$ cat config.mk
export PLATFORM = sky130hd
export DESIGN_NAME = tmse_tape
export DESIGN_NICKNAME = d
export VERILOG_FILES = /design/src/tmse_pkg.sv /design/src/tmse_tape.sv
export SDC_FILE = /design/constraint.sdc
export NUM_CORES = 1
export LEC_CHECK = 0
export BUFFER_PORTS_ARGS = -buffer_cell sky130_fd_sc_hd__buf_4
export CORE_MARGIN = 8
export CORE_UTILIZATION = 56
export CTS_CLUSTER_SIZE = 12
export DETAILED_ROUTE_END_ITERATION = 6
export PLACE_DENSITY = 0.68
export SYNTH_ARGS = -nofsm -noshare
export SYNTH_HDL_FRONTEND = slang
export SYNTH_SLANG_ARGS = --single-unit
$ cat constraint.sdc
create_clock -name clk -period 2.4 [get_ports clk]
set_clock_uncertainty 0.05 [all_clocks]
set_input_delay 0.12 -clock clk [delete_from_list [all_inputs] [get_ports clk]]
set_output_delay 0.12 -clock clk [all_outputs]
set_load 0.02 [all_outputs]
$ cat src/tmse_pkg.sv
`timescale 1ns / 1ps
`default_nettype none
// shared types and constants for the turing machine step engine
// no dependencies; used by every module of the block

package tmse_pkg;

    // default sizes, handed to the top level parameters
    localparam int NUM_STATES_DEF = 64;
    localparam int TAPE_LEN_DEF   = 64;

    // fixed field widths
    localparam int SYM_W   = 8;
    localparam int STATE_W = 6;
    localparam int POS_W   = 6;
    localparam int ACT_W   = 3;
    localparam int STAT_W  = 2;

    // symbol that fills the tape after reset
    localparam logic [SYM_W-1:0] BLANK_SYMBOL = 8'd124;

    // action codes
    typedef enum logic [ACT_W-1:0] {
        ACT_LOAD    = 3'd0,
        ACT_ACCEPT  = 3'd1,
        ACT_REJECT  = 3'd2,
        ACT_WRITE   = 3'd3,
        ACT_STEP    = 3'd4,
        ACT_READ    = 3'd5,
        ACT_RESTART = 3'd6
    } action_t;

    // status codes
    localparam logic [STAT_W-1:0] STAT_RUN    = 2'd0;
    localparam logic [STAT_W-1:0] STAT_ACCEPT = 2'd1;
    localparam logic [STAT_W-1:0] STAT_REJECT = 2'd2;
    localparam logic [STAT_W-1:0] STAT_FAULT  = 2'd3;

    // one transition table entry
    typedef struct packed {
        logic               valid;
        logic               right;
        logic [STATE_W-1:0] goto_state;
        logic [SYM_W-1:0]   symbol;
    } entry_t;

    // memory strobes from the controller
    typedef struct packed {
        logic tape_we;
        logic head_re;
        logic cell_re;
        logic table_we;
        logic table_re;
        logic mark_re;
        logic accept_we;
        logic reject_we;
    } mem_ctl_t;

    // controller states
    typedef enum logic [2:0] {
        ST_SWEEP,
        ST_IDLE,
        ST_RD_TAPE,
        ST_RD_RULE,
        ST_EVAL
    } fsm_t;

    function automatic int max_int(input int a, input int b);
        return (a > b) ? a : b;
    endfunction

endpackage

`default_nettype wire

$ cat src/tmse_tape.sv
`timescale 1ns / 1ps
`default_nettype none
// tape memory: one write port, a head read port and a cell read port
// depends on tmse_pkg

module tmse_tape #(
    parameter int  TAPE_LEN = tmse_pkg::TAPE_LEN_DEF,
    localparam int HW       = $clog2(TAPE_LEN)
) (
    input  wire logic                      clk,
    input  wire tmse_pkg::mem_ctl_t        ctl,
    input  wire logic [HW-1:0]             wr_addr,
    input  wire logic [tmse_pkg::SYM_W-1:0] wr_data,
    input  wire logic [HW-1:0]             head_addr,
    input  wire logic [HW-1:0]             cell_addr,
    output logic      [tmse_pkg::SYM_W-1:0] head_data,
    output logic      [tmse_pkg::SYM_W-1:0] cell_data
);

    logic [tmse_pkg::SYM_W-1:0] cells [TAPE_LEN];

    // synchronous write and registered reads
    always_ff @(posedge clk)
    begin
        if (ctl.tape_we)
        begin
            cells[wr_addr] <= wr_data;
        end
        if (ctl.head_re)
        begin
            head_data <= cells[head_addr];
        end
        if (ctl.cell_re)
        begin
            cell_data <= cells[cell_addr];
        end
    end

endmodule

`default_nettype wire

==> flow_summary.yaml, run 1 <==
die:
  core_area_um2: 43100
  ios: 51
  fp-row-count: 76
  die_w_um: 225
  fp.dieH_um: 225
  initial_core_util_pct: 56.7
  dieArea_um2: 50600
critical_path:
  startpoint: "cells[32][6]$_DFFE_PP_"
  path_max_fanout: 2
  endpoint: "head_data[6]$_DFFE_PP_"
  r2r_end: "head_data[6]$_DFFE_PP_"
  required_ns: 2.66
  cp.arrival_ns: 2.52
  crit_chain: "mux4_2 -> mux4_2 -> o21ai_1 -> o21ai_1"
  endpoint_kind: "register"
  rr_startpoint: "cells[32][6]$_DFFE_PP_"
  r2r_slack_ns: 0.13
  cp-start-kind: "register"
  crit_type: "reg -> reg"
  rr_worst_depth: 4
  max_stage_delay_ns: 0.53
  critPathSlowestCell: "mux4_2"
timing:
  min_period_ns: 2.27
  max_freq_ghz: 0.441
  slew_violations: 0
  rsz0062_at_grt: "false"
  period_share_pct: 94.5
  finalHoldViolCount: 0
  relSlewSlack_pct: 49.2
  setup_viol: 0
  worst_pin_slew_ns: 0.761
  setup_tns_ns: 0
  holdWs_ns: 0.0262
grt:
  grt_pass1_wl_mm: 92.7
  grt_use_met1_pct: 33.9
  grt_busiest_layer: "met2"
  overflow: 0
  grt_util_met3_pct: 5.00
  grtUsageMet2_pct: 41.5
  grt_usage_pct: 25.4
  antenna_found_initial: 0
  grt_start_max_net_pins: 65
  grt_pass1_vias: 14200
clock_network:
  clk_path_buf_depth: 3
  cts_setup_buffers: 0
  cts_tree: "done"
  cts_max_level: 2
  cts.sinks: 528
  numCtsBuffers: 55
  cts_root_buf: "clkbuf_16"
  clk_pin_slew_ns: 0.06
  clock_latency_ns: 0.60
place:
  port_buffers: 45
  gp_congestion: 0.895
  hpwl_mm: 41.8
detailed_routing:
  wl_mm: 62.8
  via_per_inst: 6.71
  drt_first_pass_iters: 5
  antenna_left: 0
  dr_total_vias: 13400
  initialDrtViolationCount: 1479
  drc: 0
  wl_per_cell_um: 31.4
logic_synthesis:
  async_reset_ff_share_pct: 0
  synth_area_per_cell_um2: 20.2
  synth-edff-count: 528
  syn_inst: 1211
  synth_xor_area_share_pct: 0
  ys_seq_area_share_pct: 64.9
  synthMuxAreaShare_pct: 27.7
  synth-simple-area-share_pct: 2.67
  yosys_warnings: 0
  synth-main-ff-cell: "edfxtp_1"
  synth-adder-area-share_pct: 0
  ys_types: 37
  syn_nets: 1246
  synth-compound-area-share_pct: 2.79
  ys_ff_latch: 528
  synth_top_family_by_area: "multiplexers"
  syn_area_um2: 24400
final_layout:
  final_common_cell: "edfxtp_1"
  drive_gt1_share_pct: 37.6
  insertedDiodeCount: 0
  fin_nets: 1411
  syn_to_final_growth_pct: 15.2
  mostFrequentLayoutCells: "edfxtp_1, mux4_2, buf_4"
outcome:
  status: "finished clean"
pwr:
  cellPowerDensity_nw_per_um2: 713
  peakVddDrop_v: 0.000737
  power_leakage_nw: 9.17
min_path:
  min_path_type: "in -> reg"
run:
  maxCapViolations: 0
==> area by class of cell <==
| type | instances | area [um2] |
|---|---|---|
| inverter | 3 | 11.3 |
| multi-input combinational | 587 | 8100 |
| fill | 2940 | 14900 |
| clock inverter | 21 | 166 |
| clock buffer | 74 | 1490 |
| timing repair buffer | 201 | 1790 |
| sequential | 528 | 15900 |
| tap | 585 | 732 |
==> routing by layer <==
metal | up-vias | part of all wire, %
met2 | 678 | 49
met5 | - | 0
met3 | 113 | 9.3
met1 | 7049 | 38
met4 | 0 | 3.5
li1 | 5574 | -
==> per-stage QoR <==
| step | setup slack (ns) | util (%) | power, mW | cell area, um2 | cells |
|---|---|---|---|---|---|
| 2_1_floorplan | 0.279 | - | 11.5 | 24400 | 1211 |
| 3_5_place_dp | 0.00404 | 61.4 | 12.3 | 26400 | 1898 |
| 6_report | 0.133 | 65.3 | 20.1 | 28100 | 1999 |
| 4_1_cts | 0.147 | 65.3 | 20.2 | 28100 | 1999 |
| 3_3_place_gp | 0.0258 | 61.4 | 12.2 | 26400 | 1898 |
| 5_1_grt | 0.0788 | 65.3 | 20.6 | 28100 | 1999 |
==> repair_timing <==
action,in CTS,in global routing
hold endpoints to repair,26,0
gates resized for setup,0,1
hold buffers,6,0
setup endpoints to repair,0,1
==> worst min path at each step <==
stage | start | endpoint | slack [ns] | cells past startpoint
after global placement | ctl[6] | head_data[2]$_DFFE_PP_ | 0.39 | 1
after global routing | wr_addr[0] | cells[53][7]$_DFFE_PP_ | 0.04 | 3
final | wr_data[4] | cells[52][4]$_DFFE_PP_ | 0.03 | 1
after floorplan | wr_data[0] | cells[0][0]$_DFFE_PP_ | 0.17 | 0
after CTS | wr_addr[0] | cells[53][7]$_DFFE_PP_ | 0.004 | 3
after detailed placement | ctl[6] | head_data[2]$_DFFE_PP_ | 0.40 | 1
==> cells in the mapped netlist, types with 2 or more instances <==
cell / number / area share, %
nand2b_1: 6 / 0.15
mux2i_1: 66 / 2.7
clkbuf_1: 34 / 0.52
nor3_1: 2 / 0.041
a221oi_1: 7 / 0.25
o21ai_1: 7 / 0.14
a2111oi_0: 2 / 0.072
and2_1: 3 / 0.077
nand2_1: 28 / 0.43
mux2_2: 2 / 0.092
nor2b_1: 8 / 0.20
buf_2: 31 / 0.63
nand4_1: 3 / 0.077
buf_1: 11 / 0.17
buf_4: 12 / 0.37
edfxtp_1: 528 / 65
mux4_2: 270 / 25
nor2_1: 75 / 1.2
o221ai_1: 5 / 0.18
a221o_1: 5 / 0.20
nand3b_1: 2 / 0.061
o31a_1: 5 / 0.18
o21ai_0: 17 / 0.35
a211oi_1: 2 / 0.061
o22ai_1: 20 / 0.51
inv_1: 2 / 0.031
a22oi_1: 14 / 0.43
buf_6: 5 / 0.23
o211ai_1: 3 / 0.092
nand3_1: 20 / 0.41
a21oi_1: 10 / 0.20
==> worst max-delay path: cells and delay by family (launching register included) <==
| kind | cells | cell delay (ns) |
|---|---|---|
| compound gates | 2 | 0.49 |
| flops | 1 | 0.39 |
| mux | 2 | 1.04 |
==> where the power goes <==
part           leakage (nW)  total (mW)  internal (mW)  switching [mW]
Combinational          3.61        1.79          0.792           0.999
Sequential             4.76        10.3           10.2          0.0400
Clock                 0.803        7.99           4.62            3.37
==> cells by family (layout without fill, tap and decap cells) <==
logic type	Yosys count	count (layout)
buffers and inverters	96	299
AND/OR/NAND/NOR	149	149
AO/OA/AOI/OAI	100	100
flip-flops	528	528
multiplexers	338	338
==> state kept, by name, summed over array words and instances (netlist names) <==
name	count
cell_data	8
cells	512
head_data	8
Power figures use the tool's default switching activity.
==> run 2, diff against run 1 <==
==> constraint.sdc (replaced) <==
create_clock -name clk -period 2.4 [get_ports clk]
set_clock_uncertainty 0.05 [all_clocks]
set_input_delay 0.24 -clock clk [delete_from_list [all_inputs] [get_ports clk]]
set_output_delay 0.24 -clock clk [all_outputs]
set_load 0.02 [all_outputs]
==> run 2 against run 1 <==
  * Register-to-register slack better by 0.09 ns
  * Maximum frequency is 4.1% higher
  * Count of clock-buffer cells in the layout is 4 lower
  * First-iteration DRC count is 4.7% higher
  * Final cell count is 1.5% higher
  * Highest routed layer unchanged
==> flow_summary.yaml, run 2 (synthesized netlist as in run 1, its figures left out) <==
outcome:
  status: "finished clean"
run:
  maxCapViolations: 0
clock_network:
  clock_latency_ns: 0.60
  clk_path_buf_depth: 3
  post_cts_resized: 0
  cts_hold_buf: 2
  cts_root_buf: "clkbuf_16"
  cts_setup_buffers: 0
  numCtsBuffers: 54
  clk_pin_slew_ns: 0.06
  cts_tree: "done"
  cts_max_level: 2
  cts.sinks: 528
critical_path:
  endpoint_kind: "register"
  required_ns: 2.69
  crit_chain: "mux4_2 -> mux4_2 -> o21ai_1 -> o21ai_1"
  cp_top_family: "multiplexers"
  worst-path-buf-inv: 0
  path_max_fanout: 2
  cp.arrival_ns: 2.46
  crit_type: "reg -> reg"
  cp-start-kind: "register"
  max_stage_delay_ns: 0.54
  critPathSlowestCell: "mux4_2"
final_layout:
  drive_gt1_share_pct: 39.8
  fin_cells: 2029
  fin_nets: 1447
  n_fill_cell: 2877
  largest_reg_flops: 512
  syn_to_final_growth_pct: 16.0
  regMostFlops: "cells"
  final_common_cell: "edfxtp_1"
  top_regs: "cells x512, cell_data x8, head_data x8"
  mostFrequentLayoutCells: "edfxtp_1, mux4_2, buf_4"
  final_area_um2: 28300
  insertedDiodeCount: 0
grt:
  grt_start_max_net_pins: 65
  antenna_found_initial: 0
  grt_pass1_wl_mm: 93.5
  overflow: 0
  grt_usage_pct: 25.8
  grt_pass1_vias: 14100
detailed_routing:
  dr_total_vias: 13700
  route.met3.wl_mm: 5.43
  wl_mm: 64.4
  antenna_left: 0
  top_layer_used: "met4"
  drc: 0
  wl_met2_mm: 31.7
  via_per_inst: 6.75
  initialDrtViolationCount: 1549
  drt_first_pass_iters: 5
  wl_per_cell_um: 31.7
  wl_met1_mm: 24.9
die:
  fp-row-count: 76
  initial_core_util_pct: 56.7
  core_area_um2: 43100
  ios: 51
  die_w_um: 225
  dieArea_um2: 50600
  fp.dieH_um: 225
place:
  dp_cells: 1939
  dpl_cell_area_um2: 26800
  hpwl_mm: 43.4
  gp_congestion: 0.898
  port_buffers: 45
timing:
  finalHoldViolCount: 0
  rsz0062_at_grt: "false"
  setup_tns_ns: 0
  min_period_ns: 2.18
  holdWs_ns: 0.0677
  period_share_pct: 90.8
  worst_pin_slew_ns: 0.770
  slew_violations: 0
  relSlewSlack_pct: 48.7
  max_freq_ghz: 0.459
  setup_viol: 0
pwr:
  peakVddDrop_v: 0.000571
  cellPowerDensity_nw_per_um2: 700
  power_leakage_nw: 9.33
min_path:
  min_path_type: "in -> reg"
[run 2: report_power, final]
group	total (mW)	leakage [nW]	switching (mW)	internal (mW)
Combinational	1.84	3.80	1.01	0.825
Sequential	10.3	4.76	0.0422	10.2
Clock	7.71	0.768	3.34	4.36
[run 2: per-stage QoR]
| stage | setup slack (ns) | total power, mW | util [%] |
|---|---|---|---|
| after global placement | -0.0251 | 12.3 | 62.1 |
| after global routing | 0.178 | 20.4 | 65.8 |
| after CTS | 0.225 | 19.9 | 65.8 |
| after floorplan | 0.159 | 11.5 | - |
| final | 0.222 | 19.8 | 65.8 |
| after detailed placement | -0.0368 | 12.3 | 62.1 |
[run 2: final cells by class]
class | instances | area (um2) | area share, %
clock inverters | 18 | 134 | 0.472
flip-flops and latches | 528 | 15900 | 56.0
multi-input cells | 587 | 8100 | 28.6
repair buffers | 238 | 2070 | 7.32
clock buffers | 70 | 1430 | 5.06
inverters | 3 | 11.3 | 0.0397
well taps | 585 | 732 | 2.58
[run 2: worst paths after layout]
path / from / end / slack, ns / cells after the start
min: head_addr[5] / head_data[7]$_DFFE_PP_ / 0.07 / 2
max reg2reg: cells[55][6]$_DFFE_PP_ / head_data[6]$_DFFE_PP_ / 0.22 / 4
max: cells[55][6]$_DFFE_PP_ / head_data[6]$_DFFE_PP_ / 0.22 / 4
min reg2reg: cells[6][1]$_DFFE_PP_ / cell_data[1]$_DFFE_PP_ / 0.88 / 5
[run 2: layer usage]
metal  track usage (%)  up-vias
li1                  -     5645
met1              35.1     7248
met2              41.8      675
met3              4.43      135
met4              9.83        0
met5                 0        -
==> run 3, diff against run 2 <==
--- a/config.mk
+++ b/config.mk
@@ -10,7 +10,7 @@
 export CORE_UTILIZATION = 56
 export CTS_CLUSTER_SIZE = 12
 export DETAILED_ROUTE_END_ITERATION = 6
-export PLACE_DENSITY = 0.68
+export PLACE_DENSITY = 0.71
 export SYNTH_ARGS = -nofsm -noshare
 export SYNTH_HDL_FRONTEND = slang
 export SYNTH_SLANG_ARGS = --single-unit
==> constraint.sdc (replaced) <==
create_clock -name clk -period 1.92 [get_ports clk]
set_clock_uncertainty 0.05 [all_clocks]
set_input_delay 0.192 -clock clk [delete_from_list [all_inputs] [get_ports clk]]
set_output_delay 0.192 -clock clk [all_outputs]
set_load 0.02 [all_outputs]
==> run 3 against run 2 <==
  * The run now ends with negative setup slack left
  * Combinational power increased by 34%
  * Register-to-register slack got worse by 0.50 ns
  * Design area increased by 2.1%
  * Total power increased by 27%
  * First-iteration DRC count increased by 4.1%
  * Maximum frequency decreased by 0.89%
==> flow_summary.yaml, run 3 (synthesized netlist as in run 1, its figures left out) <==
outcome:
  status: "finished with violations"
  violations: "negative setup slack"
timing:
  max_freq_ghz: 0.455
  rsz0062_at_grt: "true"
  holdWs_ns: 0.0419
  worst_pin_slew_ns: 0.779
  slew_violations: 0
  finalHoldViolCount: 0
  setup_ws_ns: -0.278
  min_period_ns: 2.20
  period_share_pct: 114
  relSlewSlack_pct: 48.1
  setup_viol: 9
detailed_routing:
  antenna_left: 0
  via_per_inst: 6.79
  drt_first_pass_iters: 5
  initialDrtViolationCount: 1613
  wl_per_cell_um: 32.1
  wl_mm: 66.4
  dr_total_vias: 14000
  drc: 0
grt:
  overflow: 0
  antenna_found_initial: 1
  grt_pass1_wl_mm: 96.7
  grt_start_max_net_pins: 65
  grt_usage_pct: 26.5
  grt_pass1_vias: 14300
final_layout:
  insertedDiodeCount: 0
  syn_to_final_growth_pct: 18.4
  final_common_cell: "edfxtp_1"
  multiInputGateArea_um2: 8220
  largest_reg_flops: 512
  drive_gt1_share_pct: 42.3
  regMostFlops: "cells"
  n_fill_cell: 2814
  top_regs: "cells x512, cell_data x8, head_data x8"
  regArea_um2: 15900
  mostFrequentLayoutCells: "edfxtp_1, mux4_2, buf_4"
  fin_nets: 1481
critical_path:
  cp.arrival_ns: 2.50
  endpoint_kind: "register"
  path_max_fanout: 2
  required_ns: 2.23
  crit_type: "reg -> reg"
  cp-start-kind: "register"
clock_network:
  numCtsBuffers: 54
  cts_root_buf: "clkbuf_16"
  cts.sinks: 528
  clk_pin_slew_ns: 0.06
  cts_tree: "done"
  clk_path_buf_depth: 3
  cts_setup_buffers: 0
  cts_max_level: 2
  clock_latency_ns: 0.61
place:
  hpwl_mm: 45.2
  port_buffers: 45
  gp_congestion: 0.954
die:
  fp.dieH_um: 225
  die_w_um: 225
  fp-row-count: 76
  core_area_um2: 43100
  dieArea_um2: 50600
  ios: 51
  initial_core_util_pct: 56.7
pwr:
  power_leakage_nw: 9.59
  p_total_mw: 25.2
  cellPowerDensity_nw_per_um2: 871
  peakVddDrop_v: 0.000755
min_path:
  min_path_type: "in -> reg"
run:
  maxCapViolations: 0
[run 3: cell count changes in the layout (fill, tap and decap cells not counted), sizes merged]
| cell | previous run | this run |
|---|---|---|
| inv | 4 | 3 |
| clkbuf | 72 | 76 |
| buf | 234 | 265 |
| clkinv | 15 | 13 |
| dlygate4sd3 | 2 | 6 |
| clkinvlp | 0 | 1 |
[run 3: path summary, 6_finish.rpt]
kind	from	endpoint	slack, ns	cells past startpoint
worst max-delay path	cells[15][7]$_DFFE_PP_	head_data[7]$_DFFE_PP_	-0.28	5
worst min-delay path	head_addr[3]	head_data[6]$_DFFE_PP_	0.04	4
worst max register to register	cells[15][7]$_DFFE_PP_	head_data[7]$_DFFE_PP_	-0.28	5
worst min register to register	cells[27][2]$_DFFE_PP_	cell_data[2]$_DFFE_PP_	0.89	5
[run 3: area by class of cell]
type / instances / share of cell area (%)
well taps: 585 / 2.53
inverters: 3 / 0.0389
flip-flops and latches: 528 / 54.8
clock inverters: 16 / 0.415
repair buffers: 272 / 8.64
multi-input cells: 587 / 28.4
clock buffers: 75 / 5.16
[run 3: what timing repair did]
action                                  CTS  global route
endpoints found under the hold margin    43             0
resized for setup                        14            18
hold buffers                              6             0
endpoints found under the setup margin   14            16
pin swaps                                 3             9
[run 3: per-stage QoR]
| step | util (%) | instances | setup slack [ns] | setup TNS [ns] | instance area (um2) |
|---|---|---|---|---|---|
| 2_1_floorplan | - | 1211 | -0.104 | -0.727 | 24600 |
| 3_3_place_gp | 63.0 | 1969 | -0.461 | -5.90 | 27100 |
| 3_5_place_dp | 63.0 | 1969 | -0.478 | -6.21 | 27100 |
| 4_1_cts | 67.0 | 2066 | -0.216 | -1.05 | 28900 |
| 5_1_grt | 67.2 | 2066 | -0.280 | -1.59 | 28900 |
| 6_report | 67.2 | 2066 | -0.278 | -1.30 | 28900 |
[run 3: report_power, final]
group / internal (mW) / leakage [nW] / switching (mW)
combinational: 1.15 / 4.05 / 1.32
clock: 5.63 / 0.779 / 4.23
sequential: 12.8 / 4.76 / 0.0799
[run 3: critical path, cell delays in order (launching register included)]
cell and delay, ns:
edfxtp_1 0.40, mux4_2 0.49, mux4_2 0.47, nor2_1 0.15, a2111oi_1 0.11, a311o_1 0.28
[run 3: layer usage]
metal	track usage [%]	share of wire, %
met1	35.8	37
met2	42.8	49
met4	10.4	3.8
met3	5.21	10
met5	0	0
