### src/tmse_pkg.sv
`timescale 1ns / 1ps
`default_nettype none
// shared types and constants for the turing machine step engine
// no dependencies; used by every module of the block

package tmse_pkg;

    // default sizes, handed to the top level parameters
    localparam int NUM_STATES_DEF = 64;
    localparam int TAPE_LEN_DEF   = 64;

    // fixed field widths
    localparam int SYM_W   = 8;
    localparam int STATE_W = 6;
    localparam int POS_W   = 6;
    localparam int ACT_W   = 3;
    localparam int STAT_W  = 2;

    // symbol that fills the tape after reset
    localparam logic [SYM_W-1:0] BLANK_SYMBOL = 8'd124;

    // action codes
    typedef enum logic [ACT_W-1:0] {
        ACT_LOAD    = 3'd0,
        ACT_ACCEPT  = 3'd1,
        ACT_REJECT  = 3'd2,
        ACT_WRITE   = 3'd3,
        ACT_STEP    = 3'd4,
        ACT_READ    = 3'd5,
        ACT_RESTART = 3'd6
    } action_t;

    // status codes
    localparam logic [STAT_W-1:0] STAT_RUN    = 2'd0;
    localparam logic [STAT_W-1:0] STAT_ACCEPT = 2'd1;
    localparam logic [STAT_W-1:0] STAT_REJECT = 2'd2;
    localparam logic [STAT_W-1:0] STAT_FAULT  = 2'd3;

    // one transition table entry
    typedef struct packed {
        logic               valid;
        logic               right;
        logic [STATE_W-1:0] goto_state;
        logic [SYM_W-1:0]   symbol;
    } entry_t;

    // memory strobes from the controller
    typedef struct packed {
        logic tape_we;
        logic head_re;
        logic cell_re;
        logic table_we;
        logic table_re;
        logic mark_re;
        logic accept_we;
        logic reject_we;
    } mem_ctl_t;

    // controller states
    typedef enum logic [2:0] {
        ST_SWEEP,
        ST_IDLE,
        ST_RD_TAPE,
        ST_RD_RULE,
        ST_EVAL
    } fsm_t;

    function automatic int max_int(input int a, input int b);
        return (a > b) ? a : b;
    endfunction

endpackage

`default_nettype wire

### src/tmse_ctrl.sv
`timescale 1ns / 1ps
`default_nettype none
// sequencer: reset sweep, item decode, read-modify-write of tape and table,
// machine registers and the result register; depends on tmse_pkg

module tmse_ctrl #(
    parameter int  NUM_STATES = tmse_pkg::NUM_STATES_DEF,
    parameter int  TAPE_LEN   = tmse_pkg::TAPE_LEN_DEF,
    localparam int SW         = $clog2(NUM_STATES),
    localparam int HW         = $clog2(TAPE_LEN),
    localparam int TAW        = SW + tmse_pkg::SYM_W
) (
    input  wire logic                         clk,
    input  wire logic                         rst_n,
    // item channel
    input  wire logic                         item_valid,
    output logic                              item_stall,
    input  wire logic [tmse_pkg::ACT_W-1:0]   action,
    input  wire logic [tmse_pkg::STATE_W-1:0] state_id,
    input  wire logic [tmse_pkg::SYM_W-1:0]   read_symbol,
    input  wire logic [tmse_pkg::SYM_W-1:0]   write_symbol,
    input  wire logic                         move_right,
    input  wire logic [tmse_pkg::STATE_W-1:0] next_state,
    input  wire logic [tmse_pkg::POS_W-1:0]   cell_index,
    input  wire logic [tmse_pkg::SYM_W-1:0]   cell_symbol,
    // result channel
    output logic                              result_valid,
    input  wire logic                         result_stall,
    output logic      [tmse_pkg::STAT_W-1:0]  status,
    output logic      [tmse_pkg::STATE_W-1:0] current_state,
    output logic      [tmse_pkg::POS_W-1:0]   head_pos,
    output logic      [tmse_pkg::SYM_W-1:0]   symbol_out,
    output logic                              tape_changed,
    // memory side
    output tmse_pkg::mem_ctl_t                ctl,
    output logic      [HW-1:0]                tape_wr_addr,
    output logic      [tmse_pkg::SYM_W-1:0]   tape_wr_data,
    output logic      [HW-1:0]                head_addr,
    output logic      [HW-1:0]                cell_addr,
    input  wire logic [tmse_pkg::SYM_W-1:0]   head_data,
    input  wire logic [tmse_pkg::SYM_W-1:0]   cell_data,
    output logic      [TAW-1:0]               table_wr_addr,
    output tmse_pkg::entry_t                  table_wr_data,
    output logic      [TAW-1:0]               table_rd_addr,
    input  wire tmse_pkg::entry_t             table_rd_data,
    output logic      [SW-1:0]                mark_wr_addr,
    output logic                              mark_wr_bit,
    output logic      [SW-1:0]                mark_rd_addr,
    input  wire logic                         accept_data,
    input  wire logic                         reject_data
);

    localparam int TABLE_DEPTH = NUM_STATES * 256;
    localparam int SWEEP_LEN   = tmse_pkg::max_int(TABLE_DEPTH, TAPE_LEN);
    localparam int CW          = $clog2(SWEEP_LEN);

    // control registers
    tmse_pkg::fsm_t               fsm_reg, fsm_next;
    logic [CW-1:0]                sweep_cnt_reg, sweep_cnt_next;
    logic [tmse_pkg::STATE_W-1:0] mstate_reg, mstate_next;
    logic [HW-1:0]                head_reg, head_next;
    logic                         fault_reg, fault_next;
    logic                         out_valid_reg, out_valid_next;

    // item and result payload registers
    logic [tmse_pkg::ACT_W-1:0]   action_reg, action_next;
    logic [tmse_pkg::POS_W-1:0]   cidx_reg, cidx_next;
    logic                         cell_ok_reg, cell_ok_next;
    logic                         stepped_reg, stepped_next;
    logic [tmse_pkg::SYM_W-1:0]   sym_pend_reg, sym_pend_next;
    logic                         changed_reg, changed_next;
    logic [tmse_pkg::STAT_W-1:0]  out_status_reg, out_status_next;
    logic [tmse_pkg::STATE_W-1:0] out_state_reg, out_state_next;
    logic [tmse_pkg::POS_W-1:0]   out_head_reg, out_head_next;
    logic [tmse_pkg::SYM_W-1:0]   out_sym_reg, out_sym_next;
    logic                         out_changed_reg, out_changed_next;

    logic                         accept_item;
    logic                         sid_ok;
    logic                         nst_ok;
    logic                         cidx_ok;
    logic                         sweep_last;
    logic                         out_free;
    logic                         do_step;
    logic [tmse_pkg::STAT_W-1:0]  status_pre;

    // handshake and range checks
    assign item_stall  = (fsm_reg != tmse_pkg::ST_IDLE);
    assign accept_item = item_valid && !item_stall;
    assign sid_ok      = (32'(state_id) < 32'(NUM_STATES));
    assign nst_ok      = (32'(next_state) < 32'(NUM_STATES));
    assign cidx_ok     = (32'(cell_index) < 32'(TAPE_LEN));
    assign sweep_last  = (32'(sweep_cnt_reg) == 32'(SWEEP_LEN - 1));
    assign out_free    = !out_valid_reg || !result_stall;

    // status from the fault flag and the freshly read marks and table entry
    always_comb
    begin
        if (fault_reg)
        begin
            status_pre = tmse_pkg::STAT_FAULT;
        end
        else if (accept_data)
        begin
            status_pre = tmse_pkg::STAT_ACCEPT;
        end
        else if (reject_data || !table_rd_data.valid)
        begin
            status_pre = tmse_pkg::STAT_REJECT;
        end
        else
        begin
            status_pre = tmse_pkg::STAT_RUN;
        end
    end

    assign do_step = (fsm_reg == tmse_pkg::ST_EVAL)
                  && (action_reg == tmse_pkg::ACT_STEP)
                  && !stepped_reg
                  && (status_pre == tmse_pkg::STAT_RUN);

    // next state
    always_comb
    begin
        fsm_next = fsm_reg;
        case (fsm_reg)
            tmse_pkg::ST_SWEEP:
            begin
                if (sweep_last)
                begin
                    fsm_next = tmse_pkg::ST_IDLE;
                end
            end
            tmse_pkg::ST_IDLE:
            begin
                if (accept_item)
                begin
                    fsm_next = tmse_pkg::ST_RD_TAPE;
                end
            end
            tmse_pkg::ST_RD_TAPE:
            begin
                fsm_next = tmse_pkg::ST_RD_RULE;
            end
            tmse_pkg::ST_RD_RULE:
            begin
                fsm_next = tmse_pkg::ST_EVAL;
            end
            tmse_pkg::ST_EVAL:
            begin
                if (do_step)
                begin
                    fsm_next = tmse_pkg::ST_RD_TAPE;
                end
                else if (out_free)
                begin
                    fsm_next = tmse_pkg::ST_IDLE;
                end
            end
            default:
            begin
                fsm_next = tmse_pkg::ST_IDLE;
            end
        endcase
    end

    // memory strobes, addresses and write data
    always_comb
    begin
        ctl           = '0;
        tape_wr_addr  = head_reg;
        tape_wr_data  = table_rd_data.symbol;
        head_addr     = head_reg;
        cell_addr     = HW'(cidx_reg);
        table_wr_addr = {SW'(state_id), read_symbol};
        table_wr_data = '{valid: 1'b1, right: move_right,
                          goto_state: next_state, symbol: write_symbol};
        table_rd_addr = {SW'(mstate_reg), head_data};
        mark_wr_addr  = SW'(state_id);
        mark_wr_bit   = 1'b1;
        mark_rd_addr  = SW'(mstate_reg);
        case (fsm_reg)
            tmse_pkg::ST_SWEEP:
            begin
                ctl.tape_we   = (32'(sweep_cnt_reg) < 32'(TAPE_LEN));
                ctl.table_we  = (32'(sweep_cnt_reg) < 32'(TABLE_DEPTH));
                ctl.accept_we = (32'(sweep_cnt_reg) < 32'(NUM_STATES));
                ctl.reject_we = (32'(sweep_cnt_reg) < 32'(NUM_STATES));
                tape_wr_addr  = sweep_cnt_reg[HW-1:0];
                tape_wr_data  = tmse_pkg::BLANK_SYMBOL;
                table_wr_addr = sweep_cnt_reg[TAW-1:0];
                table_wr_data = '0;
                mark_wr_addr  = sweep_cnt_reg[SW-1:0];
                mark_wr_bit   = 1'b0;
            end
            tmse_pkg::ST_IDLE:
            begin
                if (accept_item)
                begin
                    case (action)
                        tmse_pkg::ACT_LOAD:
                        begin
                            ctl.table_we = sid_ok && nst_ok;
                        end
                        tmse_pkg::ACT_ACCEPT:
                        begin
                            ctl.accept_we = sid_ok;
                        end
                        tmse_pkg::ACT_REJECT:
                        begin
                            ctl.reject_we = sid_ok;
                        end
                        tmse_pkg::ACT_WRITE:
                        begin
                            ctl.tape_we  = cidx_ok;
                            tape_wr_addr = HW'(cell_index);
                            tape_wr_data = cell_symbol;
                        end
                        default:
                        begin
                        end
                    endcase
                end
            end
            tmse_pkg::ST_RD_TAPE:
            begin
                ctl.head_re = 1'b1;
                ctl.cell_re = 1'b1;
                ctl.mark_re = 1'b1;
            end
            tmse_pkg::ST_RD_RULE:
            begin
                ctl.table_re = 1'b1;
            end
            tmse_pkg::ST_EVAL:
            begin
                ctl.tape_we = do_step;
            end
            default:
            begin
            end
        endcase
    end

    // machine registers, item capture and result register
    always_comb
    begin
        sweep_cnt_next   = sweep_cnt_reg;
        mstate_next      = mstate_reg;
        head_next        = head_reg;
        fault_next       = fault_reg;
        out_valid_next   = out_valid_reg && result_stall;
        action_next      = action_reg;
        cidx_next        = cidx_reg;
        cell_ok_next     = cell_ok_reg;
        stepped_next     = stepped_reg;
        sym_pend_next    = sym_pend_reg;
        changed_next     = changed_reg;
        out_status_next  = out_status_reg;
        out_state_next   = out_state_reg;
        out_head_next    = out_head_reg;
        out_sym_next     = out_sym_reg;
        out_changed_next = out_changed_reg;
        case (fsm_reg)
            tmse_pkg::ST_SWEEP:
            begin
                sweep_cnt_next = sweep_cnt_reg + CW'(1);
            end
            tmse_pkg::ST_IDLE:
            begin
                if (accept_item)
                begin
                    action_next   = action;
                    cidx_next     = cell_index;
                    cell_ok_next  = cidx_ok;
                    stepped_next  = 1'b0;
                    sym_pend_next = '0;
                    changed_next  = 1'b0;
                    if (action == tmse_pkg::ACT_RESTART)
                    begin
                        mstate_next = '0;
                        head_next   = '0;
                        fault_next  = 1'b0;
                    end
                end
            end
            tmse_pkg::ST_EVAL:
            begin
                if (do_step)
                begin
                    // write back, take the next state and move the head
                    sym_pend_next = table_rd_data.symbol;
                    changed_next  = (table_rd_data.symbol != head_data);
                    stepped_next  = 1'b1;
                    mstate_next   = table_rd_data.goto_state;
                    if (table_rd_data.right)
                    begin
                        if (32'(head_reg) + 32'd1 >= 32'(TAPE_LEN))
                        begin
                            fault_next = 1'b1;
                        end
                        else
                        begin
                            head_next = head_reg + HW'(1);
                        end
                    end
                    else
                    begin
                        if (head_reg == '0)
                        begin
                            fault_next = 1'b1;
                        end
                        else
                        begin
                            head_next = head_reg - HW'(1);
                        end
                    end
                end
                else if (out_free)
                begin
                    out_valid_next  = 1'b1;
                    out_status_next = status_pre;
                    out_state_next  = mstate_reg;
                    out_head_next   = tmse_pkg::POS_W'(head_reg);
                    if (stepped_reg)
                    begin
                        out_sym_next = sym_pend_reg;
                    end
                    else if ((action_reg == tmse_pkg::ACT_READ) && cell_ok_reg)
                    begin
                        out_sym_next = cell_data;
                    end
                    else
                    begin
                        out_sym_next = '0;
                    end
                    out_changed_next = stepped_reg && changed_reg;
                end
            end
            default:
            begin
            end
        endcase
    end

    // control state
    always_ff @(posedge clk or negedge rst_n)
    begin
        if (!rst_n)
        begin
            fsm_reg       <= tmse_pkg::ST_SWEEP;
            sweep_cnt_reg <= '0;
            mstate_reg    <= '0;
            head_reg      <= '0;
            fault_reg     <= 1'b0;
            out_valid_reg <= 1'b0;
        end
        else
        begin
            fsm_reg       <= fsm_next;
            sweep_cnt_reg <= sweep_cnt_next;
            mstate_reg    <= mstate_next;
            head_reg      <= head_next;
            fault_reg     <= fault_next;
            out_valid_reg <= out_valid_next;
        end
    end

    // payload
    always_ff @(posedge clk)
    begin
        action_reg      <= action_next;
        cidx_reg        <= cidx_next;
        cell_ok_reg     <= cell_ok_next;
        stepped_reg     <= stepped_next;
        sym_pend_reg    <= sym_pend_next;
        changed_reg     <= changed_next;
        out_status_reg  <= out_status_next;
        out_state_reg   <= out_state_next;
        out_head_reg    <= out_head_next;
        out_sym_reg     <= out_sym_next;
        out_changed_reg <= out_changed_next;
    end

    // result port
    assign result_valid  = out_valid_reg;
    assign status        = out_status_reg;
    assign current_state = out_state_reg;
    assign head_pos      = out_head_reg;
    assign symbol_out    = out_sym_reg;
    assign tape_changed  = out_changed_reg;

endmodule

`default_nettype wire

### config.mk
export PLATFORM = sky130hd
export DESIGN_NAME = tmse_ctrl
export DESIGN_NICKNAME = d
export VERILOG_FILES = /design/src/tmse_pkg.sv /design/src/tmse_ctrl.sv
export SDC_FILE = /design/constraint.sdc
export NUM_CORES = 1
export LEC_CHECK = 0
export ABC_AREA = 1
export BUFFER_PORTS_ARGS = -buffer_cell sky130_fd_sc_hd__buf_2
export CORE_ASPECT_RATIO = 0.8
export CORE_UTILIZATION = 40
export DETAILED_ROUTE_END_ITERATION = 8
export GPL_TIMING_DRIVEN = 0
export HOLD_SLACK_MARGIN = 0.15
export PLACE_DENSITY_LB_ADDON = 0.2
export SYNTH_ARGS = -nofsm -noshare
export SYNTH_HDL_FRONTEND = slang
export SYNTH_SLANG_ARGS = --single-unit
### constraint.sdc
create_clock -name clk -period 2.4 [get_ports clk]
set_input_delay 0.12 -clock clk [delete_from_list [all_inputs] [get_ports clk]]
set_output_delay 0.12 -clock clk [all_outputs]
set_load 0.01 [all_outputs]
==> results of run 1 <==
-- stage by stage --
| stage | cells | setup slack [ns] |
|---|---|---|
| after detailed placement | 849 | 0.114 |
| after floorplan | 509 | 0.106 |
| after global routing | 897 | 0.0159 |
| after CTS | 897 | 0.116 |
| final | 897 | 0.176 |
| after global placement | 848 | -0.503 |
-- critical path, cell delays in order, from the launching register on --
cell and delay [ns]:
dfrtp_1 0.46, nor2_2 0.20, nand2_4 0.11, nor2_4 0.20
nand2_4 0.13, inv_4 0.13, buf_4 0.18, a21oi_1 0.07
o21ai_0 0.11, buf_2 0.18
-- final timing paths --
check | to | cells past startpoint | slack, ns | start
max in group asynchronous | sweep_cnt_reg[0] | 2 | 1.52 | rst_n
worst max register to register | symbol_out[4] | 6 | 0.50 | fsm_reg[0]
min in group asynchronous | mark_rd_addr[1] | 2 | 0.38 | rst_n
worst min-delay path | sym_pend_reg[6] | 3 | 0.17 | table_rd_data[6]
worst max-delay path | tape_wr_addr[5] | 9 | 0.18 | fsm_reg[2]
worst min register to register | sweep_cnt_reg[12] | 1 | 0.50 | sweep_cnt_reg[12]
-- power groups by stage --
| stage | sequential, uW | combinational, uW | clock [uW] |
|---|---|---|---|
| floorplan | 1880 | 1690 | 0 |
| CTS | 1860 | 2870 | 1390 |
| finish | 1860 | 2860 | 1370 |
| global route | 1890 | 3170 | 1440 |
| global placement | 1860 | 2730 | 0 |
| detailed placement | 1880 | 2790 | 0 |
-- cells in the mapped netlist (2+ instances only) --
library cell	number	area share (%)
a21oi_1	16	1.9
a22oi_1	2	0.36
buf_2	4	0.48
buf_4	18	3.2
clkbuf_1	4	0.36
dfrtp_1	31	19
edfxtp_1	42	30
ha_1	5	1.5
inv_1	75	6.7
inv_2	4	0.36
nand2_1	133	12
nand2_2	2	0.30
nand2_4	4	1.1
nand3_1	25	3.0
nand4_1	3	0.45
nor2_1	62	5.6
nor2_4	4	1.1
nor3_1	7	0.84
nor4_1	2	0.30
o21ai_0	26	3.1
o21ai_2	6	1.3
or2_2	2	0.30
xnor2_1	2	0.42
xor2_1	14	2.9
-- final cells by class --
cell class	instances	share of cell area, %
Timing Repair Buffer	232	22.1
Tap cell	140	2.92
Multi-Input combinational cell	329	27.9
Inverter	80	5.09
Buffer	27	3.02
Clock inverter	7	1.29
Clock buffer	9	3.75
Sequential cell	73	34.0
-- cell families (layout without fill, tap and decap cells) --
| family | after synthesis | in the layout | synth area share, % |
|---|---|---|---|
| flops | 73 | 73 | 48.7 |
| compound gates | 55 | 55 | 7.68 |
| fa+ha+maj | 6 | 6 | 1.97 |
| simple gates | 252 | 252 | 26.8 |
| xor+xnor | 16 | 16 | 3.35 |
| buf+inv | 107 | 355 | 11.6 |
-- layer usage --
layer	track usage [%]	vias up	routed length (um)
met5	0	-	0
met3	4.54	10	701
met1	30.5	1988	5650
met2	39.8	145	6140
met4	7.16	0	116
li1	-	2080	-
-- repair_timing --
item | CTS | global route
gates resized for setup | 1 | 1
hold buffers | 30 | 0
endpoints found under the hold margin | 60 | 0
endpoints found under the setup margin | 12 | 2
pin swaps | 1 | 0
buffers inserted | 2 | 0
==> results.yml, run 1 <==
power:
  ir_drop_mv: 0.667
  power.switching_uw: 2570
  power.internal_uw: 3520
  p_clk_share_pct: 22.5
  powerDensity_mw_per_mm2: 1010
  p_total_uw: 6090
  power.leakage_uw: 0.00324
  seq_power_share_pct: 30.5
  power_frac_comb_pct: 47.0
  swShare_pct: 42.2
final_layout:
  final_nets: 842
  largest_reg_flops: 14
  nFillCells: 950
  layout_commonest_cell: "buf_2"
  syn_to_final_growth_pct: 43.3
  final_cell_mix: "buf_2, nand2_1, inv_1"
  drive_above_1_share_pct: 36.1
  multi_input_area_mm2: 0.00167
  antenna_cells: 0
  regArea_mm2: 0.00204
  final_util_pct: 58.8
  fin_area_mm2: 0.00600
clock_network:
  cts_max_path_buffers: 2
  cts_sinks: 73
  cts_root_buf: "clkbuf_16"
  path_clk_slew_ns: 0.06
  clk_latency_ns: 0.33
  cts_htree_levels: 3
  numCtsBuffers: 9
  cts_tree: "built"
detailed_routing:
  postRouteAntennaNets: 0
  first_pass_iters: 4
  wl_mm: 12.6
  wl_per_cell_um: 14.1
  viasPerCell: 4.71
  first_iter_violations: 264
  vias: 4223
  drc_errors: 0
global_routing:
  grt_pass1_wl_mm: 19.5
  grt_overflow: 0
  track_usage_pct: 23.6
  grt_antenna_before_repair: 0
  grt_max_degree: 32
  grt_pass1_vias: 4024
placement:
  dpl_cell_area_mm2: 0.00538
  gp_congestion: 0.893
  place_hpwl_mm: 9.50
  io_buffers: 199
sta:
  relSlewSlack_pct: 49.6
  clock_skew_ns: 0.00608
  hold-worst-slack_ns: 0.171
  finalCriticalPeriod_ns: 2.22
  rsz0062_at_grt: "false"
  finalHoldViolCount: 0
  tns_ns: 0
  fin_crit_sh_pct: 92.7
  worst_pin_slew_ns: 0.756
  fmax_mhz: 450
  slew_violations: 0
  setup_viol: 0
setup_path:
  worstSetupEndpointType: "primary output"
  start_kind: "register"
  worst-endpoint-arrival_ns: 2.10
  worst-path-max-fanout: 10
  worst_ep_required_time_ns: 2.28
  path_class: "reg2out"
synthesis:
  synth_seq_area_share_pct: 48.7
  ys_ff_latch: 73
  synth_flop_cell: "edfxtp_1"
  synth.distinct_cells: 40
  yosysWarnings: 0
  synth-edff-count: 42
  synth-async-reset-ratio_pct: 42.5
  syn-num-nets: 599
  syn_avg_cell_area_um2: 8.22
  syn_area_mm2: 0.00419
  synthCells: 509
die:
  core-area_mm2: 0.0102
  die_w_um: 116
  rows: 33
  die-height_um: 93.5
  die_area_mm2: 0.0109
  io_pins: 200
  start_util_pct: 41.1
outcome:
  status: "completed"
min_path:
  min_path_type: "in2reg"
run:
  maxCapViolCount: 0
No activity file was read; power rests on OpenSTA's default activity.
==> inputs of run 2 (changes only) <==
--- a/config.mk
+++ b/config.mk
@@ -7,8 +7,10 @@
 export LEC_CHECK = 0
 export ABC_AREA = 1
 export BUFFER_PORTS_ARGS = -buffer_cell sky130_fd_sc_hd__buf_2
+export CELL_PAD_IN_SITES_DETAIL_PLACEMENT = 1
+export CELL_PAD_IN_SITES_GLOBAL_PLACEMENT = 1
 export CORE_ASPECT_RATIO = 0.8
-export CORE_UTILIZATION = 40
+export CORE_UTILIZATION = 30
 export DETAILED_ROUTE_END_ITERATION = 8
 export GPL_TIMING_DRIVEN = 0
 export HOLD_SLACK_MARGIN = 0.15
==> run 2 against run 1 <==
Effect of this change:
- worst setup slack lost 0.016 ns
- combinational power grew 3%
- design area grew 1.7%
- fmax shrank 0.73%
- clock skew grew 0.00080 ns
- non-clock buffer count grew 1
- critical endpoint is now ctl[4]
- highest routed layer unchanged
==> results.yml, run 2 (same netlist as run 1, synthesis figures left out) <==
detailed_routing:
  first_iter_violations: 155
  first_pass_iters: 4
  viasPerCell: 4.46
  postRouteAntennaNets: 0
  wl_mm: 14.1
  drc_errors: 0
  vias: 4184
  wl_per_cell_um: 15.0
sta:
  slew_violations: 0
  fin_crit_sh_pct: 93.3
  clock_skew_ns: 0.00688
  rsz0062_at_grt: "false"
  finalCriticalPeriod_ns: 2.24
  setup_viol: 0
  worst_pin_slew_ns: 0.757
  fmax_mhz: 446
  tns_ns: 0
  finalHoldViolCount: 0
  relSlewSlack_pct: 49.5
  fin_ws_ns: 0.160
setup_path:
  worst_ep_required_time_ns: 2.28
  worst-path-max-fanout: 10
  path_class: "reg2out"
  rr_worst_depth: 6
  worst-r2r-setup-slack_ns: 0.36
  worstSetupEndpointType: "primary output"
  worst_r2r_endpoint: "symbol_out[2]"
  worst-endpoint-arrival_ns: 2.12
  reg2reg_from: "fsm_reg[0]"
  start_kind: "register"
die:
  rows: 38
  die_w_um: 134
  die-height_um: 108
  io_pins: 200
  core-area_mm2: 0.0136
  die_area_mm2: 0.0144
  start_util_pct: 30.8
placement:
  dpl_cell_area_mm2: 0.00543
  dp_slack_ns: 0.105
  io_buffers: 199
  dp_cells: 889
  gp_congestion: 0.789
  place_hpwl_mm: 10.9
outcome:
  status: "completed"
global_routing:
  grt_max_degree: 32
  track_usage_pct: 20.7
  grt_antenna_before_repair: 0
  grt_pass1_vias: 4357
  grt_pass1_wl_mm: 22.5
  grt_overflow: 0
clock_network:
  cts_htree_levels: 3
  cts_sinks: 73
  cts_root_buf: "clkbuf_16"
  numCtsBuffers: 9
  path_clk_slew_ns: 0.06
  clk_latency_ns: 0.35
  cts_max_path_buffers: 2
  cts_tree: "built"
final_layout:
  layout_commonest_cell: "buf_2"
  syn_to_final_growth_pct: 45.7
  antenna_cells: 0
  nFillCells: 1735
  fin_area_mm2: 0.00610
  regArea_mm2: 0.00204
  drive_above_1_share_pct: 35.8
  final_nets: 843
  finalNonFillerCells: 938
  final_cell_mix: "buf_2, nand2_1, inv_1"
  largest_reg_flops: 14
  multi_input_area_mm2: 0.00167
min_path:
  min_path_type: "in2reg"
  holdPathEnd: "sym_pend_reg[6]"
  min_from: "table_rd_data[6]"
  hold_depth: 3
power:
  ir_drop_mv: 0.441
  power.leakage_uw: 0.00326
  powerDensity_mw_per_mm2: 1040
run:
  maxCapViolCount: 0
==> run 2: changes by cell type in the layout (fill, tap and decap cells not counted), sizes merged <==
cell / previous run / this run
buf: 225 / 224
inv: 82 / 81
clkinv: 3 / 1
dlygate4sd3: 30 / 32
bufinv: 1 / 3
clkbuf: 13 / 14
==> run 2: through the flow <==
| step | hold WS, ns | power, uW | utilization, % |
|---|---|---|---|
| finish | 0.169 | 6360 | 44.9 |
| global route | 0.173 | 6790 | 44.9 |
| CTS | 0.161 | 6440 | 44.9 |
| detailed placement | 0.242 | 4780 | 39.9 |
| global placement | 0.234 | 4680 | 39.8 |
| floorplan | -0.176 | 3560 | - |
==> run 2: final cells by class <==
type / instances / share of cell area, %
repair buffers: 233 / 21.9
inverters: 80 / 4.96
plain buffers: 27 / 2.97
well taps: 180 / 3.69
clock inverters: 6 / 1.89
flip-flops and latches: 73 / 33.4
clock buffers: 10 / 3.75
multi-input cells: 329 / 27.4
==> run 2: what timing repair did <==
action	4_1_cts	5_1_grt
buffers inserted	1	0
hold buffers	32	0
hold endpoints to repair	62	0
setup endpoints to repair	8	0
resized for setup	1	0
==> run 2: layer usage <==
metal	share of wire [%]	vias up	global-route usage [%]
met5	0	-	0
met4	0.99	0	4.98
met3	5.1	9	5.56
met2	50	112	36.4
met1	44	1984	25.0
li1	-	2079	-
==> run 2: power by group <==
| part | switching [uW] | leakage (uW) | internal (uW) | total, uW |
|---|---|---|---|---|
| logic | 1890 | 0.00230 | 1040 | 2940 |
| clock network | 551 | 0.000163 | 1020 | 1570 |
| registers | 194 | 0.000803 | 1660 | 1850 |
| total | 2640 | 0.00326 | 3720 | 6360 |
==> run 2: worst max-delay path by stage <==
stage,startpoint,to,slack [ns],cells after the start
2_1_floorplan,fsm_reg[0],current_state[0],0.11,5
6_report,fsm_reg[2],ctl[4],0.16,8
4_1_cts,fsm_reg[2],tape_wr_addr[2],0.14,9
3_5_place_dp,fsm_reg[2],tape_wr_addr[2],0.11,7
5_1_grt,fsm_reg[2],tape_wr_addr[2],0.000003,9
3_3_place_gp,fsm_reg[0],symbol_out[2],-0.52,5
==> run 2: worst max-delay path, cell delays in order (launching register included) <==
cell     delay, ns
dfrtp_1       0.46
nor2_2        0.20
nand2_4       0.11
nor2_4        0.15
buf_4         0.21
nand2_1       0.10
or2_1         0.22
o21ai_0       0.15
buf_2         0.16
